**config.mk**
```make
export PLATFORM = sky130hd
export DESIGN_NAME = dsd_cell
export DESIGN_NICKNAME = d
export VERILOG_FILES = /design/src/rtl/dsd_pkg.sv /design/src/rtl/dsd_cell.sv
export SDC_FILE = /design/constraint.sdc
export NUM_CORES = 1
export LEC_CHECK = 0
export BUFFER_PORTS_ARGS = -buffer_cell sky130_fd_sc_hd__buf_4
export CAP_MARGIN = 10
export CORE_MARGIN = 1
export CORE_UTILIZATION = 45
export DETAILED_ROUTE_END_ITERATION = 6
export PLACE_DENSITY = 0.82
export SLEW_MARGIN = 10
export SYNTH_ARGS = -nofsm -noshare
export SYNTH_HDL_FRONTEND = slang
export SYNTH_SLANG_ARGS = --single-unit
```
**constraint.sdc**
```tcl
create_clock -name clk -period 7.8 [get_ports clk]
set_input_delay 0 -clock clk [delete_from_list [all_inputs] [get_ports clk]]
set_output_delay 0 -clock clk [all_outputs]
set_load 0.005 [all_outputs]
```
**src/rtl/dsd_pkg.sv**
```systemverilog
// Shared types and constants for the dedup set with sorted dump.
package dsd_pkg;

  localparam int AREA_W       = 16;
  localparam int NUM_W        = 32;
  localparam int COUNT_W      = 7;
  localparam int DEF_CAPACITY = 64;

  localparam logic [1:0] CMD_INSERT = 2'd0;
  localparam logic [1:0] CMD_LOOKUP = 2'd1;
  localparam logic [1:0] CMD_DUMP   = 2'd2;

  typedef struct packed {
    logic              valid;
    logic [AREA_W-1:0] area;
    logic [NUM_W-1:0]  num;
  } entry_t;

  // control broadcast to every cell
  typedef struct packed {
    logic cmp;  // register hit / key-less-than flags
    logic ins;  // sorted insert of the key
    logic rot;  // rotate occupied cells one place toward cell 0
  } cell_ctl_t;

endpackage

```
**src/rtl/dsd_cell.sv**
```systemverilog
// One storage cell of the sorted chain: holds one entry, compares, shifts.
module dsd_cell
  import dsd_pkg::*;
(
  input  logic              clk,
  input  logic              rst,
  input  cell_ctl_t         ctl,
  input  logic [AREA_W-1:0] key_area,
  input  logic [NUM_W-1:0]  key_num,
  input  entry_t            prev_ent,
  input  logic              prev_lt,
  input  entry_t            next_ent,
  input  entry_t            head_ent,
  output entry_t            ent,
  output logic              lt,
  output logic              hit
);

  logic tail;

  // last occupied cell of the chain
  assign tail = ent.valid && !next_ent.valid;

  always_ff @(posedge clk) begin
    if (ctl.cmp) begin
      hit <= ent.valid && (ent.area == key_area) && (ent.num == key_num);
      lt  <= !ent.valid || ({key_area, key_num} < {ent.area, ent.num});
    end
  end

  always_ff @(posedge clk) begin
    if (rst) begin
      ent.valid <= 1'b0;
    end else if (ctl.ins) begin
      if (prev_lt) begin
        ent <= prev_ent;
      end else if (lt) begin
        ent <= '{valid: 1'b1, area: key_area, num: key_num};
      end
    end else if (ctl.rot) begin
      if (tail) begin
        ent <= head_ent;
      end else if (ent.valid) begin
        ent <= next_ent;
      end
    end
  end

endmodule

```
# Word-level counts from Yosys, hierarchy flattened
# Cells that the tools add are included.
[totals]
wordCells = 26
reg_bits = 51
inputBits = 201
output_inout_bits = 51
[classes]
n_eq_ne = 3
n_mux = 6
bitwise = 1
reduce_logical = 10
magnitude_cmp = 1
[ops]
columns = ["operator", "n"]
rows = [
  ["two-way mux 49 bit", 6],
  ["less-than comparator 48 bit", 1],
  ["== test 32 bit", 1],
  ["== test 16 bit", 1],
  ["AND reduction 4 bit", 1],
  ["logical AND 1 bit", 3],
  ["inequality test 3 x 1 -> 1 bit, second input constant", 1],
  ["nonzero test 3 bit", 1],
  ["zero test 1 bit", 2],
  ["AND reduction 2 bit", 1],
  ["nonzero test 2 bit", 1],
  ["logical OR 1 bit", 1],
  ["NOT 1 bit", 1],
]

# Longest topological paths before layout
[depth]
word_depth = 5
mapped_depth = 7
mapped_depth_nobuf = 7

# Worst setup path before layout
# No wires, ideal clock.
[synth_path]
path_type = "input to register"
startpoint = "input ctl[1] in the netlist's numbering"
endpoint = "register ent[0] in the netlist's numbering, enable pin"
stages = 4
path_buffers = 2
slack_ns = 4.429
required_ns = 7.330
arrival_time_ns = 2.901
cell_sequence = "buf_2 clkbuf_1 o21ai_0 a21oi_1"
[synth_via]
elab_chain_cells = 2
[synth_lines]
columns = ["item", "line", "text"]
rows = [
  ["from (decl)", "dsd_cell.sv:7", "input cell_ctl_t ctl,"],
  ["inequality test 3 x 1 -> 1 bit (no line) (tied with other cells)", "--", ""],
  ["AND reduction 4 bit (no line) *", "--", ""],
  ["to (signal assigned)", "dsd_cell.sv:36", "ent <= prev_ent;"],
  ["to (signal assigned)", "dsd_cell.sv:38", "ent <= '{valid: 1'b1, area: key_area, num: key_num};"],
  ["to (signal assigned)", "dsd_cell.sv:42", "ent <= head_ent;"],
  ["to (decl)", "dsd_cell.sv:14", "output entry_t ent,"],
]
# Mark *: on every way between the ends. The rest lies on a longest branch, timed or not.
# A chain may end at the register's enable or synchronous reset.

# Worst setup path after layout
[layout_path]
startpoint = "register ent[30] in the netlist's numbering"
endpoint = "register lt (data pin)"
[layout_via]
elab_chain_cells = 2
[layout_lines]
columns = ["item", "line", "text"]
rows = [
  ["less-than comparator 48 bit", "dsd_cell.sv:27", "lt <= !ent.valid || ({key_area, key_num} < {ent.area, ent.num});"],
  ["logical OR 1 bit", "dsd_cell.sv:27", ""],
  ["to (signal assigned)", "dsd_cell.sv:27", ""],
  ["to (decl)", "dsd_cell.sv:15", "output logic lt,"],
]
# No other way between the ends.

==> impl_metrics.json <==
{
  "result_of_the_run": "finished clean",
  "synthesized_netlist_net_count": 701,
  "syn_avg_cell_area_sq_um": 9.67,
  "synth_simple_gate_area_share_pct": 9.70,
  "area_growth_pct": 47.3,
  "synth_area_sq_um": 4370,
  "synth.yosys.warnings": 0,
  "period_minus_slack_ns": 2.08,
  "first_pass_detailed_route_iteration_total": 4,
  "dominant_combinational_cell_family_by_area_after_synthesis": "multiplexers",
  "vias": 4293,
  "final_hold_violating_endpoints": 0,
  "use_met3_pct": 4.85,
  "antenna_cells_inserted": 0,
  "worst_setup_path_end_kind": "register",
  "met1_usage_pct": 28.5,
  "ys_seq_area_share_pct": 34.8,
  "first_global_vias": 4287,
  "cts.htree.levels": 2,
  "drcViolationCount": 0,
  "share_of_cells_above_drive_strength_1_pct": 43.5,
  "number_of_flops_mapped_to_enable_cells_by_yosys": 50,
  "max-slew-margin-rel_pct": 38.8,
  "grt-ovfl-total": 0,
  "worstMarginPinSlew_ns": 0.918,
  "drtAntennaViolNets": 0,
  "tritoncts": "done",
  "critical-path-max-stage-delay_ns": 0.56,
  "num-nets-final": 940,
  "drtIter0Drc": 124,
  "placeableCoreArea_sq_um": 9330,
  "clk-insertion-delay-late_ns": 0.30,
  "arithmetic_cell_share_of_the_synthesized_area_counting_full_adders_half_adders_and_majority_gates_pct": 13.7,
  "ys_dominant_reg_cell": "sky130_fd_sc_hd__edfxtp_1",
  "clk_pin_slew_worst_paths_ns": 0.10,
  "vdd_ir_drop_max_mv": 0.0744,
  "first_pass_grt_wire_length_um": 20200,
  "ys_ff_latch": 51,
  "cts_buffers": 5,
  "synth_compound_area_share_pct": 11.8,
  "clock-root-buffer": "sky130_fd_sc_hd__clkbuf_8",
  "power_density_nw_per_um2": 115,
  "synth_cell_types": 35,
  "fin_setup_tns_ns": 0,
  "final_min_period_over_clock_period_pct": 26.7,
  "hold_class": "input port to register",
  "grt_antenna_before_repair": 0,
  "die-area_sq_um": 10100,
  "grt_busiest_layer": "met2",
  "cts-resized-gates": 0,
  "cp.required_ns": 7.84,
  "grt_start_max_net_pins": 54,
  "timing.critical_path.arrival_ns": 2.12,
  "wl_um": 13100,
  "post_dp_hpwl_um": 10400,
  "num_io_pins": 252,
  "cts_num_sinks": 51,
  "synthXorXnorAreaFrac_pct": 0,
  "postSynth.asyncResetShare_pct": 0,
  "die-width_um": 101,
  "overall_routing_resource_usage_pct": 25.9,
  "max_clock_freq_ghz": 0.481,
  "place.port_buffers": 251,
  "report.final.setup_viol": 0,
  "cts-hold-fix-buffers": 3,
  "share_comb_of_total_power_pct": 34.6,
  "timing_worst_setup_path_type": "register to register",
  "tot_pwr_mw": 0.739,
  "global_route_track_usage_on_met2_pct": 50.4,
  "detail_route.vias_per_cell": 5.23,
  "synthesis.instances": 452,
  "post_route_clock_skew_ns": 0.00818,
  "cp_cell_sequence": "inv_1, ha_1, nand4_1, nor4_1, nand3_1, a31oi_1, a221oi_2",
  "post_synth_mux_area_share_pct": 23.1,
  "cts_post_setup_buffers_inserted": 0,
  "timing.critical_path.fanout_max": 2,
  "rsz_0062_raised_after_global_routing": "false",
  "clock_power_share_pct": 20.5,
  "timing.critical_path.from_type": "register",
  "cpMaxStageDelayCell": "sky130_fd_sc_hd__nor4_1",
  "floorplan.initialDensity_pct": 46.9,
  "power.switching_mw": 0.209,
  "layout.filler_cells": 765,
  "fin_worst_hold_slack_ns": 0.0412,
  "pwr-share-seq_pct": 44.9,
  "cts_max_path_buffers": 2,
  "die_height_um": 101,
  "rows": 35,
  "gpl.final_weighted_congestion": 0.862,
  "max_cap_violations": 0,
  "detail_route.wl_per_cell_um": 16.0,
  "maxSlewViolCount": 0,
  "cell_internal_pwr_mw": 0.530,
  "power.static_leakage_nw": 3.19,
  "power_switching_share_pct": 28.3
}
## synthesized netlist by cell type (all sizes together), types with 8 or more instances
cell type / count / share of area [%]
a21oi: 18 / 2.1
buf: 14 / 1.6
clkbuf: 9 / 0.86
edfxtp: 50 / 34
ha: 48 / 14
inv: 51 / 4.4
mux2: 47 / 12
mux2i: 48 / 11
nand2: 63 / 5.4
nand4: 8 / 1.1
o21ai: 59 / 6.8
## area by class of cell
type / count / area (sq um) / share of cell area [%]
clock buffers: 6 / 72.6 / 1.13
clock inverters: 2 / 7.51 / 0.117
inverters: 51 / 191 / 2.97
multi-input cells: 327 / 2570 / 39.8
flip-flops and latches: 51 / 1520 / 23.6
well taps: 129 / 161 / 2.51
repair buffers: 255 / 1920 / 29.8
## worst max-delay path, delay by kind of cell (launching register included)
kind,cells,cell delay [ns]
flip-flops,1,0.39
AND/OR/NAND/NOR,3,0.84
adder cells (fa/ha/maj),1,0.28
buffers and inverters,1,0.06
AO/OA/AOI/OAI,2,0.25
## state kept, by name, indices dropped and copies added, names as in the netlist
signal / flops
hit: 1
lt: 1
ent: 49
## layout by cell type (no fill, tap or decap), types with 8 or more instances in the layout
cell type                  instances
sky130_fd_sc_hd__edfxtp_1         50
sky130_fd_sc_hd__nand4_1           8
sky130_fd_sc_hd__a21oi_1          17
sky130_fd_sc_hd__inv_1            51
sky130_fd_sc_hd__o21ai_1          22
sky130_fd_sc_hd__buf_4           252
sky130_fd_sc_hd__o21ai_0          37
sky130_fd_sc_hd__mux2_1            9
sky130_fd_sc_hd__mux2_2           38
sky130_fd_sc_hd__ha_1             48
sky130_fd_sc_hd__mux2i_1          48
sky130_fd_sc_hd__nand2_1          63
## per-stage QoR
step / instances / setup slack [ns] / area, sq um / utilization (%)
after global routing: 821 / 5.53 / 6440 / 69.1
after CTS: 821 / 5.70 / 6440 / 69.1
final: 821 / 5.72 / 6440 / 69.1
after floorplan: 452 / 4.43 / 4370 / -
after global placement: 810 / 5.83 / 6330 / 67.9
after detailed placement: 810 / 5.73 / 6330 / 67.9
## worst paths after layout
check | cells after the start | endpoint | startpoint | slack [ns]
worst max-delay path | 7 | lt | ent[30] | 5.72
worst min-delay path | 3 | ent[16] | head_ent[16] | 0.04
worst max register to register | 7 | lt | ent[30] | 5.72
worst min register to register | 1 | lt | ent[48] | 0.82
## kinds of logic after synthesis
| family | after synthesis |
|---|---|
| flip-flops | 51 |
| AO/OA/AOI/OAI | 91 |
| multiplexers | 95 |
| AND/OR/NAND/NOR | 93 |
| adder cells (fa/ha/maj) | 48 |
| buffers and inverters | 74 |
## power groups by stage
stage | Combinational [mW] | Clock (mW) | Sequential (mW)
CTS | 0.258 | 0.153 | 0.332
detailed placement | 0.255 | 0 | 0.338
finish | 0.255 | 0.152 | 0.332
floorplan | 0.119 | 0 | 0.339
global placement | 0.246 | 0 | 0.337
global route | 0.283 | 0.162 | 0.334
## routing by layer
layer	part of all wire (%)	vias to the layer above	routed length, um
met5	0	-	0
met4	1.7	0	219
met3	6.7	16	887
met2	55	181	7240
met1	36	1987	4800
li1	-	2109	-
(Power assumes the default switching activity.)
